<file path="src/hdl/smdf_pkg.sv">
// Package for the sliding median filter with output deadband.
// Holds the sequencer states, register codes, reset values and default sizes.
// No dependencies.
`default_nettype none

package smdf_pkg;

  // Default sizes handed to the top level and the sorter.
  localparam int DEF_MAX_WINDOW  = 16;
  localparam int DEF_SAMPLE_BITS = 16;

  // Configuration port geometry.
  localparam int CFG_INDEX_W   = 1;
  localparam int CFG_DATA_W    = 8;
  localparam int WINDOW_SIZE_W = 5;
  localparam int DEADBAND_W    = 8;

  // Register reset values.
  localparam logic [WINDOW_SIZE_W-1:0] WINDOW_SIZE_RESET = 5'd5;
  localparam logic [DEADBAND_W-1:0]    DEADBAND_RESET    = 8'd0;

  // Register indexes of the configuration port.
  typedef enum logic [CFG_INDEX_W-1:0] {
    REG_WINDOW_SIZE = 1'b0,
    REG_DEADBAND    = 1'b1
  } cfg_reg_t;

  // Sequencer states.
  typedef enum logic [1:0] {
    ST_IDLE,
    ST_WARM,
    ST_SHIFT,
    ST_DECIDE
  } state_t;

endpackage

`default_nettype wire

</file>
<file path="src/hdl/smdf_sorter.sv">
// Insertion sorter that builds an ascending list one value per cycle.
// Uses smdf_pkg for its default sizes; instantiated by the filter top level.
`default_nettype none

module smdf_sorter #(
  parameter int MAX_WINDOW  = smdf_pkg::DEF_MAX_WINDOW,
  parameter int SAMPLE_BITS = smdf_pkg::DEF_SAMPLE_BITS
) (
  input  logic                                                 clk,
  input  logic                                                 rst,
  input  logic                                                 clear,
  input  logic                                                 insert,
  input  logic [SAMPLE_BITS-1:0]                               value,
  input  logic [((MAX_WINDOW > 1) ? $clog2(MAX_WINDOW) : 1)-1:0] rank,
  output logic [SAMPLE_BITS-1:0]                               rank_value
);
  import smdf_pkg::*;

  localparam int CNT_W = $clog2(MAX_WINDOW + 1);

  logic [SAMPLE_BITS-1:0] sorted [MAX_WINDOW];
  logic [CNT_W-1:0]       count;
  logic [MAX_WINDOW-1:0]  gt;

  // A slot moves up when it is empty or holds a value above the new one.
  always_comb begin
    for (int k = 0; k < MAX_WINDOW; k++) begin
      gt[k] = (CNT_W'(k) >= count) || (sorted[k] > value);
    end
  end

  // Each slot takes its lower neighbour, the new value, or keeps its own.
  for (genvar k = 0; k < MAX_WINDOW; k++) begin : g_slot
    if (k == 0) begin : g_first
      always_ff @(posedge clk) begin
        if (insert && gt[0]) begin
          sorted[0] <= value;
        end
      end
    end else begin : g_rest
      always_ff @(posedge clk) begin
        if (insert && gt[k]) begin
          sorted[k] <= gt[k-1] ? sorted[k-1] : value;
        end
      end
    end
  end

  // Number of values held in the list.
  always_ff @(posedge clk) begin
    if (rst || clear) begin
      count <= '0;
    end else if (insert) begin
      count <= count + CNT_W'(1);
    end
  end

  assign rank_value = sorted[rank];

endmodule

`default_nettype wire

</file>
<file path="src/hdl/sliding_median_deadband_filter.sv">
// Top level of the sliding median filter with output deadband.
// Depends on smdf_pkg and smdf_sorter; holds the sample window memory.
//
//  Channel   Handshake              Payload
//  input     in_valid / in_ready    sample
//  output    out_valid / out_ready  emitted_value
//  config    cfg_write              cfg_index, cfg_data
//
// A warm-up sample goes from ST_IDLE to ST_WARM, which offers it once the output is free.
// A sample in the shifting phase walks a window of N in ST_SHIFT: the walk moves
// one window entry a cycle from the memory's read port into the sorter, and any result
// is offered from ST_DECIDE once the output is free.
// Reset clears fill count, last emitted value, entry valid bits and presets registers.
// A result still held at the output stalls the sequencer in ST_WARM or ST_DECIDE until it is taken.
`default_nettype none

module sliding_median_deadband_filter #(
  parameter int MAX_WINDOW  = smdf_pkg::DEF_MAX_WINDOW,
  parameter int SAMPLE_BITS = smdf_pkg::DEF_SAMPLE_BITS
) (
  input  logic                               clk,
  input  logic                               rst,
  input  logic                               in_valid,
  output logic                               in_ready,
  input  logic [SAMPLE_BITS-1:0]             sample,
  output logic                               out_valid,
  input  logic                               out_ready,
  output logic [SAMPLE_BITS-1:0]             emitted_value,
  input  logic                               cfg_write,
  input  logic [smdf_pkg::CFG_INDEX_W-1:0]   cfg_index,
  input  logic [smdf_pkg::CFG_DATA_W-1:0]    cfg_data
);
  import smdf_pkg::*;

  localparam int IDX_W = (MAX_WINDOW > 1) ? $clog2(MAX_WINDOW) : 1;
  localparam int CNT_W = $clog2(MAX_WINDOW + 1);

  state_t state, state_next;

  logic [WINDOW_SIZE_W-1:0] window_size;
  logic [DEADBAND_W-1:0]    deadband;
  logic [CNT_W-1:0]         fill_count;
  logic [SAMPLE_BITS-1:0]   last_sent;
  logic [SAMPLE_BITS-1:0]   sample_q;
  logic [CNT_W-1:0]         size_q;
  logic [CNT_W-1:0]         cnt;
  logic [CNT_W-1:0]         size_eff;

  // Window memory, its entry valid bits and the registered read port.
  logic [SAMPLE_BITS-1:0]   mem [MAX_WINDOW];
  logic [MAX_WINDOW-1:0]    entry_valid;
  logic [SAMPLE_BITS-1:0]   rd_data;
  logic                     rd_hit;
  logic                     rd_en;
  logic [CNT_W:0]           rd_addr_full;
  logic [IDX_W-1:0]         rd_addr;
  logic                     mem_we;
  logic [IDX_W-1:0]         mem_waddr;
  logic [SAMPLE_BITS-1:0]   mem_wdata;

  logic                     accept;
  logic                     out_free;
  logic                     load_out;
  logic [SAMPLE_BITS-1:0]   out_value;
  logic                     fill_inc;
  logic                     cnt_clear;
  logic                     cnt_inc;
  logic                     sort_clear;
  logic                     sort_insert;
  logic [SAMPLE_BITS-1:0]   entry_value;
  logic [SAMPLE_BITS-1:0]   median;
  logic [SAMPLE_BITS-1:0]   diff;
  logic                     emit;
  logic [IDX_W-1:0]         rank;

  // Window size in use: zero counts as one, larger values saturate.
  always_comb begin
    if (window_size == '0) begin
      size_eff = CNT_W'(1);
    end else if (32'(window_size) > MAX_WINDOW) begin
      size_eff = CNT_W'(MAX_WINDOW);
    end else begin
      size_eff = CNT_W'(window_size);
    end
  end

  // Configuration writes.
  always_ff @(posedge clk) begin
    if (rst) begin
      window_size <= WINDOW_SIZE_RESET;
      deadband    <= DEADBAND_RESET;
    end else if (cfg_write) begin
      unique case (cfg_reg_t'(cfg_index))
        REG_WINDOW_SIZE: window_size <= WINDOW_SIZE_W'(cfg_data);
        REG_DEADBAND:    deadband    <= DEADBAND_W'(cfg_data);
        default: ;
      endcase
    end
  end

  assign out_free = !out_valid || out_ready;
  assign accept   = in_valid && in_ready;

  // Entry moving into logical place cnt: the next entry, or the new sample last.
  assign entry_value = (cnt == size_q - CNT_W'(1)) ? sample_q :
                       (rd_hit ? rd_data : '0);

  // Median decision against the last emitted value.
  assign rank   = IDX_W'(size_q >> 1);
  assign diff   = (median >= last_sent) ? (median - last_sent) : (last_sent - median);
  assign emit   = diff > SAMPLE_BITS'(deadband);

  // Sequencer: next state and control.
  always_comb begin
    state_next   = state;
    in_ready     = 1'b0;
    mem_we       = 1'b0;
    mem_waddr    = cnt[IDX_W-1:0];
    mem_wdata    = entry_value;
    rd_addr_full = (CNT_W+1)'(cnt) + (CNT_W+1)'(2);
    rd_en        = 1'b0;
    load_out     = 1'b0;
    out_value    = median;
    fill_inc     = 1'b0;
    cnt_clear    = 1'b0;
    cnt_inc      = 1'b0;
    sort_clear   = 1'b0;
    sort_insert  = 1'b0;
    unique case (state)
      ST_IDLE: begin
        in_ready     = 1'b1;
        rd_addr_full = (CNT_W+1)'(1);
        rd_en        = rd_addr_full < (CNT_W+1)'(MAX_WINDOW);
        cnt_clear    = 1'b1;
        sort_clear   = 1'b1;
        if (accept) begin
          state_next = (fill_count < size_eff) ? ST_WARM : ST_SHIFT;
        end
      end
      ST_WARM: begin
        mem_waddr = fill_count[IDX_W-1:0];
        mem_wdata = sample_q;
        out_value = sample_q;
        if (out_free) begin
          mem_we     = 1'b1;
          load_out   = 1'b1;
          fill_inc   = 1'b1;
          state_next = ST_IDLE;
        end
      end
      ST_SHIFT: begin
        mem_we      = 1'b1;
        sort_insert = 1'b1;
        cnt_inc     = 1'b1;
        rd_en       = rd_addr_full < (CNT_W+1)'(MAX_WINDOW);
        if (cnt == size_q - CNT_W'(1)) begin
          state_next = ST_DECIDE;
        end
      end
      ST_DECIDE: begin
        if (!emit || out_free) begin
          load_out   = emit;
          state_next = ST_IDLE;
        end
      end
      default: state_next = ST_IDLE;
    endcase
  end

  assign rd_addr = rd_addr_full[IDX_W-1:0];

  // State register.
  always_ff @(posedge clk) begin
    if (rst) begin
      state <= ST_IDLE;
    end else begin
      state <= state_next;
    end
  end

  // Latch the request and the window size it runs with.
  always_ff @(posedge clk) begin
    if (accept) begin
      sample_q <= sample;
      size_q   <= size_eff;
    end
  end

  // Walk counter over the window.
  always_ff @(posedge clk) begin
    if (rst || cnt_clear) begin
      cnt <= '0;
    end else if (cnt_inc) begin
      cnt <= cnt + CNT_W'(1);
    end
  end

  // Warm-up fill count.
  always_ff @(posedge clk) begin
    if (rst) begin
      fill_count <= '0;
    end else if (fill_inc) begin
      fill_count <= fill_count + CNT_W'(1);
    end
  end

  // Window memory: one write and one registered read a cycle.
  always_ff @(posedge clk) begin
    if (mem_we) begin
      mem[mem_waddr] <= mem_wdata;
    end
    if (rd_en) begin
      rd_data <= mem[rd_addr];
    end
  end

  // Entries never written read as zero.
  always_ff @(posedge clk) begin
    if (rst) begin
      entry_valid <= '0;
      rd_hit      <= 1'b0;
    end else begin
      if (mem_we) begin
        entry_valid[mem_waddr] <= 1'b1;
      end
      if (rd_en) begin
        rd_hit <= entry_valid[rd_addr];
      end
    end
  end

  // Last emitted value.
  always_ff @(posedge clk) begin
    if (rst) begin
      last_sent <= '0;
    end else if (load_out) begin
      last_sent <= out_value;
    end
  end

  // Output register.
  always_ff @(posedge clk) begin
    if (rst) begin
      out_valid <= 1'b0;
    end else if (load_out) begin
      out_valid <= 1'b1;
    end else if (out_ready) begin
      out_valid <= 1'b0;
    end
  end

  always_ff @(posedge clk) begin
    if (load_out) begin
      emitted_value <= out_value;
    end
  end

  // Sorted copy of the shifted window.
  smdf_sorter #(
    .MAX_WINDOW  (MAX_WINDOW),
    .SAMPLE_BITS (SAMPLE_BITS)
  ) u_sorter (
    .clk        (clk),
    .rst        (rst),
    .clear      (sort_clear),
    .insert     (sort_insert),
    .value      (entry_value),
    .rank       (rank),
    .rank_value (median)
  );

endmodule

`default_nettype wire

</file>
<file path="config.mk">
export PLATFORM = sky130hd
export DESIGN_NAME = sliding_median_deadband_filter
export DESIGN_NICKNAME = d
export VERILOG_FILES = /design/src/hdl/smdf_pkg.sv /design/src/hdl/smdf_sorter.sv /design/src/hdl/sliding_median_deadband_filter.sv
export SDC_FILE = /design/constraint.sdc
export NUM_CORES = 1
export LEC_CHECK = 0
export BUFFER_PORTS_ARGS = -buffer_cell sky130_fd_sc_hd__buf_2
export CORE_MARGIN = 3
export CORE_UTILIZATION = 58
export CTS_BUF_LIST = sky130_fd_sc_hd__clkbuf_8
export DETAILED_ROUTE_END_ITERATION = 6
export PLACE_DENSITY = 0.74
export SYNTH_ARGS = -nofsm -noshare
export SYNTH_HDL_FRONTEND = slang
export SYNTH_SLANG_ARGS = --single-unit
</file>
<file path="constraint.sdc">
create_clock -name clk -period 9.15 [get_ports clk]
set_clock_uncertainty 0.1 [all_clocks]
set_input_delay 0.915 -clock clk [delete_from_list [all_inputs] [get_ports clk]]
set_output_delay 0.915 -clock clk [all_outputs]
set_load 0.01 [all_outputs]
</file>
# Yosys cells after proc, flatten, opt, wreduce, memory -nomap -nowiden
# Memories as Yosys holds them, arrays and structs flattened. A register that Yosys moved wholly into a read port is not among the register bits.
# Cells that the tools add are included.
[word_totals]
in_bits = 30
out_inout_bits = 18
reg_bits = 101
mem_count = 2
ram_bits = 512
[mem_list]
columns = ["memory", "words", "word_bits", "read_ports", "rd_ports_with_merged_regs", "write_ports", "line", "text"]
rows = [
  ["mem", 16, 16, 1, 1, 1, "sliding_median_deadband_filter.sv:50", "logic [SAMPLE_BITS-1:0] mem [MAX_WINDOW];"],
  ["u_sorter.sorted", 16, 16, 17, 1, 16, "smdf_sorter.sv:21", "logic [SAMPLE_BITS-1:0] sorted [MAX_WINDOW];"],
]
[op_classes]
reduce_logical = 45
n_eq_ne = 8
add_sub_neg = 7
n_bitwise = 2
magnitude_cmp = 40
n_mux = 79
[ops]
columns = ["operator", "count"]
rows = [
  ["two-way mux 16 bit", 20],
  ["> comparator 16 bit", 16],
  ["two-way mux 1 bit", 43],
  [">= comparator 4 x 5 -> 1 bit, first input constant", 8],
  ["subtractor 16 bit", 2],
  [">= comparator 3 x 5 -> 1 bit, first input constant", 4],
  ["logical OR 1 bit", 19],
  ["logical AND 1 bit", 18],
  [">= comparator 16 bit", 1],
  ["> comparator 16 x 8 -> 1 bit", 1],
  ["bitwise OR 16 bit", 1],
  ["adder 5 x 1 -> 5 bit, second input constant", 3],
  ["two-way mux 4 bit", 3],
  [">= comparator 1 x 5 -> 1 bit, first input constant", 2],
  [">= comparator 2 x 5 -> 1 bit, first input constant", 2],
  ["< comparator 4 x 5 -> 1 bit, second input constant", 2],
  ["two-way mux 2 bit", 5],
  ["two-way mux 5 bit", 2],
  ["!= test 2 bit, second input constant", 4],
  ["one-hot mux 2 bit (4 select lines)", 1],
  ["adder 5 x 2 -> 6 bit, second input constant", 1],
  ["< comparator 6 x 5 -> 1 bit, second input constant", 1],
  ["one-hot mux 1 bit (2 select lines)", 3],
  ["== test 5 bit", 1],
  ["other kinds (15)", 18],
]

# Logic depth before layout (Yosys ltp)
# Gate-level depths: netlist of the first run.
[logic_depth]
depth_word = 8
mapped_depth = 28
ltp_nobuf = 25

# Hierarchy
# From an unflattened synthesis of the first run, not the netlist that was laid out.
[hier_totals]
cells_unflattened = 2720
hier_area_um2 = 35595.4
[by_module_without_submodules]
columns = ["mod", "cells_per_inst", "area_per_inst_um2", "seq_area_each_um2", "instances"]
rows = [
  ["smdf_sorter", 1382, 18599.1, 7787.5, 1],
  ["sliding_median_deadband_filter", 1338, 16996.3, 10460.0, 1],
]

# Worst setup path before layout of the first run
# No wires, ideal clock.
[synth_path]
path_kind = "reg-to-reg"
from = "register with a tool-made name"
to = "register emitted_value[0], enable pin"
path_stages_with_launch = 26
setup_ns = 0.315
required_ns = 8.735
slack_ns = 2.828
arrival_time_ns = 5.907
n_path_buf = 4
path_cell_list = "dfxtp_1 buf_2 buf_1 mux4_2 mux4_2 inv_1 ha_1 inv_1 fa_1 a21o_1 a2111oi_2 o311ai_1 a21o_1 buf_6 mux2i_1 xor2_1 ha_1 a21o_1 a21o_1 a221o_1 a21oi_1 o31ai_1 nor3_4 a21o_4 buf_4 inv_1"
[synth_lines]
columns = ["item", "line", "text"]
rows = [
  ["end signal, assigned", "sliding_median_deadband_filter.sv:254", "emitted_value <= out_value;"],
  ["end, declared", "sliding_median_deadband_filter.sv:28", "output logic [SAMPLE_BITS-1:0] emitted_value,"],
]

==> results of run 1 <==
==> cells in the mapped netlist (17+ instances only) <==
cell,instances
a21o_1,48
a21oi_1,151
a22oi_1,17
and3_1,19
buf_1,17
clkbuf_1,108
dfxtp_1,68
edfxtp_1,565
ha_1,310
inv_1,97
mux2_2,242
mux2i_1,50
mux4_2,114
nand2_1,146
nand2b_1,23
nand3_1,44
nand4_1,64
nor2_1,144
nor2b_1,40
o21a_1,59
o21ai_0,108
o21ai_1,17
o221ai_1,33
==> flip-flops by register name, indices dropped and copies added (netlist names), named ones only <==
name and cells:
entry_valid 16, emitted_value 16, rd_data 16, out_valid 1, mem 256, size_q 5
deadband 8, rd_hit 1, sample_q 16, u_sorter.sorted 256, fill_count 5, window_size 5
state 2, cnt 5, last_sent 16, u_sorter.count 5
==> cell families (layout without fill, tap and decap cells) <==
kind of cell | count (synthesis) | in the layout | share of synthesized area [%]
flip-flops | 633 | 633 | 51.5
AND/OR/NAND/NOR | 543 | 543 | 7.45
AO/OA/AOI/OAI | 540 | 540 | 9.96
multiplexers | 408 | 408 | 16.4
adder cells (fa/ha/maj) | 312 | 312 | 11.0
buffers and inverters | 244 | 424 | 2.96
XOR/XNOR | 30 | 30 | 0.739
other | 0 | 3 | 0
==> power by group <==
group	switching, uW	total (uW)	internal, uW	leakage [uW]
combinational	3160	5260	2100	0.00707
clock	1220	2460	1240	0.00117
sequential	532	4420	3890	0.00576
==> layout make-up <==
type,instances,area [sq um],share of cell area [%]
antenna,3,7.51,0.0193
clock buffer,109,1500,3.86
clock inverter,83,561,1.44
inverter,99,372,0.956
multi-input combinational,1833,16200,41.8
sequential,633,18300,47.1
tap,782,978,2.52
timing repair buffer,133,893,2.30
==> final timing paths <==
path / from / endpoint / slack, ns / depth (start not counted)
worst min-delay path: sample[10] / sample_q[10] / 0.24 / 1
worst max-delay path: flop / emitted_value[1] / 1.59 / 22
worst max register to register: flop / emitted_value[1] / 1.59 / 22
worst min register to register: entry_valid[14] / entry_valid[14] / 0.37 / 2
==> per-layer routing <==
layer | GRT usage, % | vias up | part of all wire (%)
met3 | 8.80 | 287 | 11
met5 | 0 | - | 0
li1 | - | 10752 | -
met4 | 15.1 | 0 | 4.9
met1 | 46.0 | 12492 | 40
met2 | 51.2 | 1411 | 45
==> through the flow <==
step | util [%] | total power, uW | hold slack [ns] | cell area, sq um | cells
2_1_floorplan | - | 7980 | 0.335 | 35600 | 2710
3_3_place_gp | 60.9 | 9510 | 0.344 | 36800 | 3480
3_5_place_dp | 60.9 | 9600 | 0.356 | 36800 | 3480
4_1_cts | 64.3 | 12100 | 0.191 | 38900 | 3672
5_1_grt | 64.3 | 12800 | 0.195 | 38900 | 3673
6_report | 64.3 | 12100 | 0.238 | 38900 | 3675
==> results.json, run 1 <==
{
  "status": "completed",
  "antenna_found_initial": 3,
  "clock_sinks": 633,
  "cp_top_family": "compound AO/OA/AOI/OAI gates",
  "cts_setup_buffers": 0,
  "dieArea_sq_um": 64300,
  "first_pass_iters": 5,
  "route.detailed.drc": 0,
  "ys_types": 78,
  "grt_max_degree": 68,
  "cts-root-buf": "clkbuf_8",
  "cp_max_fo": 42,
  "area_growth_syn_to_layout_pct": 9.34,
  "start_util_pct": 58.8,
  "ys_seq_elements": 633,
  "ios": 48,
  "cts_max_path_buffers": 3,
  "setup_tns_ns": 0,
  "ys_top_cells_by_area": "edfxtp_1, ha_1, mux2_2, mux4_2, dfxtp_1",
  "cts_tree": "yes",
  "seq_area_frac_synth_pct": 51.5,
  "cts-resized-gates": 0,
  "fin_nets": 3145,
  "critPathLaunchType": "flop",
  "critPathRequiredTime_ns": 9.43,
  "grt_util_all_layers_pct": 33.7,
  "finalCritPeriodShare_pct": 82.6,
  "avgSynthCellArea_sq_um": 13.1,
  "synth-edff-count": 565,
  "num-fill-cells": 4400,
  "fp.dieW_microns": 254,
  "vias": 24942,
  "cp-end-kind": "flop",
  "worst_path_largest_cell_delay_ns": 0.84,
  "hold_violations": 0,
  "drtIter0Drc": 3177,
  "maxCapViolCount": 0,
  "routed_via_density": 6.79,
  "hold_buffers": 0,
  "worstPathCellList": "buf_4, mux4_2, mux4_2, ha_1, a21o_1, a2111oi_2, o311ai_1, a21o_1, clkinv_1, nor3_1, a21oi_1, xor2_1, ha_1, and2_1, o21ai_0, nand2_1, a221o_1, a21oi_1, o31ai_1, nor3_4, a21o_4, inv_1",
  "dp_hpwl_microns": 76600,
  "grt_pass1_wl_microns": 159000,
  "syn_area_sq_um": 35600,
  "setup_slack_ns": 1.59,
  "critPathKind": "flop to flop",
  "fin_crit_ns": 7.56,
  "routed_wl_microns": 108000,
  "ys_warn_count": 0,
  "finalSetupViolCount": 0,
  "rsz0062_at_grt": "false",
  "core_sq_um": 60500,
  "row_count": 90,
  "finalMaxSlewViolations": 0,
  "grt_overflow": 0,
  "peakVddDrop_mv": 0.175,
  "ant_nets": 0,
  "critPathSlowestCell": "dfxtp_4",
  "leakage_uw": 0.0140,
  "io_buffer_count": 47,
  "synthCells": 2710,
  "yosys_most_used_dff": "edfxtp_1",
  "yosysTopAreaCell": "edfxtp_1",
  "htree_levels": 3,
  "cp_num_buf_inv": 3,
  "cts_buffers": 103,
  "arrival_ns": 7.84,
  "relSlewSlack_pct": 12.4,
  "hp-class": "primary input to flop",
  "final_common_cell": "edfxtp_1",
  "async_reset_ff_share_pct": 0,
  "p_per_area_nw_per_um2": 312,
  "clkLatencyLatePin_ns": 0.75,
  "synthesis.nets": 3052,
  "path_clk_slew_ns": 0.07,
  "wl_per_cell_microns": 29.3,
  "synth_top_area_share_pct": 47.7,
  "post-place-ws_ns": 1.58,
  "final_cell_mix": "edfxtp_1, ha_1, mux2_2, a21oi_1, nand2_1",
  "place.gp.congestion": 1.03,
  "grt_pass1_vias": 24654,
  "fmax_mhz": 132,
  "die_h_microns": 254,
  "drive_gt1_share_pct": 23.5,
  "worst_pin_slew_ns": 1.31
}
(Power assumes the default switching activity.)
==> run 2: changes to the inputs <==
- ABC_AREA: not set -> 1
- PLACE_DENSITY: 0.74 -> 0.77
- clock period: 9.15 -> 6.7 ns (I/O delays scaled with it)
==> run 2 against run 1 <==
Compared with the run above: combinational power rose by 98%; flip-flop and latch count did not move; non-clock buffer count rose by 19; core utilization rose by 0.28 points; setup slack got worse by 0.83 ns; worst hold slack got worse by 0.15 ns; cell area rose by 0.81%; critical path depth rose by 8; routed wire length fell by 0.97%; clock-buffer cell count fell by 3; global-route usage fell by 1.1 points; largest cell class unchanged.
==> results.json, run 2 <==
{
  "status": "completed",
  "hold_violations": 0,
  "p_per_area_nw_per_um2": 510,
  "ys_types": 55,
  "swShare_pct": 46.7,
  "async_reset_ff_share_pct": 0,
  "final_cell_mix": "nand2_1, edfxtp_1, o21ai_0, inv_1, ha_1",
  "grt_max_degree": 92,
  "critPathSlowestCell": "dfxtp_2",
  "ios": 48,
  "worst_pin_slew_ns": 1.27,
  "route.detailed.drc": 0,
  "first_pass_iters": 7,
  "ys_warn_count": 0,
  "clkLatencyLatePin_ns": 0.77,
  "routed_via_density": 6.28,
  "grt_util_all_layers_pct": 32.5,
  "path_clk_slew_ns": 0.07,
  "grt_overflow": 0,
  "cts_tree": "yes",
  "area.sequential_sq_um": 18300,
  "dieArea_sq_um": 64700,
  "start_util_pct": 59.0,
  "yosys-top-cells-count": "nand2_1, edfxtp_1, o21ai_0",
  "avgSynthCellArea_sq_um": 9.54,
  "final_common_cell": "nand2_1",
  "maxCapViolCount": 0,
  "cp_max_fo": 34,
  "relSlewSlack_pct": 14.5,
  "switching_power_uw": 9330,
  "leakage_uw": 0.0159,
  "setup_slack_ns": 0.767,
  "dp_hpwl_microns": 74000,
  "cp-end-kind": "flop",
  "critPathKind": "flop to flop",
  "io_buffer_count": 47,
  "setup_tns_ns": 0,
  "arrival_ns": 6.23,
  "clkPwrFrac_pct": 16.9,
  "area_growth_syn_to_layout_pct": 9.56,
  "fin_crit_ns": 5.93,
  "drtIter0Drc": 3507,
  "fin_util_pct": 64.6,
  "drive_gt1_share_pct": 8.70,
  "seq_area_frac_synth_pct": 51.2,
  "place.gp.congestion": 0.981,
  "yosysTopAreaCell": "edfxtp_1",
  "fp.dieW_microns": 254,
  "fmax_mhz": 169,
  "finalMaxSlewViolations": 0,
  "ys_seq_elements": 633,
  "die_h_microns": 254,
  "yosys_most_used_dff": "edfxtp_1",
  "fin_nets": 4157,
  "pwr-share-seq_pct": 31.3,
  "critPathLaunchType": "flop",
  "p_int_uw": 10700,
  "synthCells": 3750,
  "synth-edff-count": 565,
  "core_sq_um": 60700,
  "critPathRequiredTime_ns": 6.99,
  "ant_nets": 0,
  "num-fill-cells": 4767,
  "ys_top_cells_by_area": "edfxtp_1, ha_1, nand2_1, o21ai_0, dfxtp_1",
  "grt_pass1_wl_microns": 159000,
  "antenna_found_initial": 3,
  "synth_top_area_share_pct": 47.4,
  "hp-class": "primary input to flop",
  "wl_per_cell_microns": 22.8,
  "cts-root-buf": "clkbuf_8",
  "finalSetupViolCount": 0,
  "finalCritPeriodShare_pct": 88.5,
  "rsz0062_at_grt": "false",
  "clock_sinks": 633,
  "cts_buffers": 100,
  "layout_top_registers": "mem x256, u_sorter.sorted x256",
  "vias": 29398,
  "htree_levels": 3,
  "multi_input_area_sq_um": 15500,
  "grt_pass1_vias": 27079,
  "routed_wl_microns": 106000,
  "combPwrFrac_pct": 51.8,
  "cpMostUsedCell": "nand2_1",
  "peakVddDrop_mv": 0.299,
  "synth_most_common_cell": "nand2_1",
  "worst_path_largest_cell_delay_ns": 0.48,
  "post-place-ws_ns": 0.670,
  "row_count": 90,
  "synthesis.nets": 4092,
  "cts_setup_buffers": 0,
  "syn_area_sq_um": 35800,
  "cts_max_path_buffers": 3
}
==> run 2: cell types whose count changed in the layout (fill, tap and decap cells not counted), sizes merged, moves of 32 or more <==
cell and delta:
nor2 +86, a21o -50, o211ai +72, nand2 +614
mux2 -244, o221ai +32, o21a -46, nand3 +113
mux4 -114, inv +226, nor2b -40, a21oi +120
o21ai +353
==> run 2: cell families (layout without fill, tap and decap cells) <==
family          count (synthesis)  after routing  share of synthesized area [%]
fa+ha+maj                     312            312                           11.0
simple gates                 1229           1229                           14.1
compound gates                994            994                           16.2
buf+inv                       509            654                           5.58
mux                            62             62                           1.73
other cells                     0              2                              0
flops                         633            633                           51.2
xor+xnor                       11             11                          0.269
==> run 2: path summary, 6_finish.rpt <==
kind / from / depth (start not counted) / endpoint / slack (ns)
worst min-delay path: cfg_write / 3 / deadband[0] / 0.09
worst min register to register: entry_valid[1] / 2 / entry_valid[1] / 0.37
worst max register to register: flop / 30 / emitted_value[8] / 0.77
worst max-delay path: flop / 30 / emitted_value[8] / 0.77
==> run 2: what timing repair did <==
item	4_1_cts	5_1_grt
setup endpoints to repair	0	16
hold buffers	17	0
gates resized for setup	0	1
hold endpoints to repair	17	0
==> run 2: power by group through the flow <==
stage	Sequential [uW]	Combinational (uW)	Clock, uW
floorplan	5970	7160	0
global placement	6300	9900	0
detailed placement	6290	10100	0
CTS	6220	10200	3410
global route	6290	11500	3560
finish	6270	10400	3380
==> run 2: area by class of cell <==
type	instances	share of cell area, %
multi-input cells	2608	39.7
repair buffers	152	2.78
clock buffers	106	3.72
well taps	782	2.50
diodes	2	0.0128
clock inverters	76	1.50
inverters	320	3.07
flip-flops and latches	633	46.8
==> run 2: worst max-delay path, delay by kind of cell, from the launching register on <==
family          cells  cell delay (ns)
compound gates      8             1.04
xor+xnor            1             0.16
fa+ha+maj           3             0.93
buf+inv             4             0.62
flops               1             0.48
mux                 1             0.23
simple gates       13             1.99
==> run 2: routing by layer <==
| metal | GRT usage [%] | vias to the layer above | share of wire [%] |
|---|---|---|---|
| met5 | 0 | - | 0.0066 |
| met4 | 18.0 | 2 | 5.7 |
| met3 | 6.39 | 345 | 11 |
| met2 | 49.8 | 1716 | 44 |
| met1 | 43.9 | 13803 | 39 |
| li1 | - | 13532 | - |
==> run 2: metrics by stage <==
step                      total power, uW  hold slack (ns)  instances  area [sq um]
final                               20000           0.0863       4679         39200
after CTS                           19800           0.0414       4677         39200
after detailed placement            16400            0.355       4478         37000
after floorplan                     13100            0.335       3750         35800
after global placement              16200            0.344       4478         37000
after global routing                21400           0.0755       4679         39200
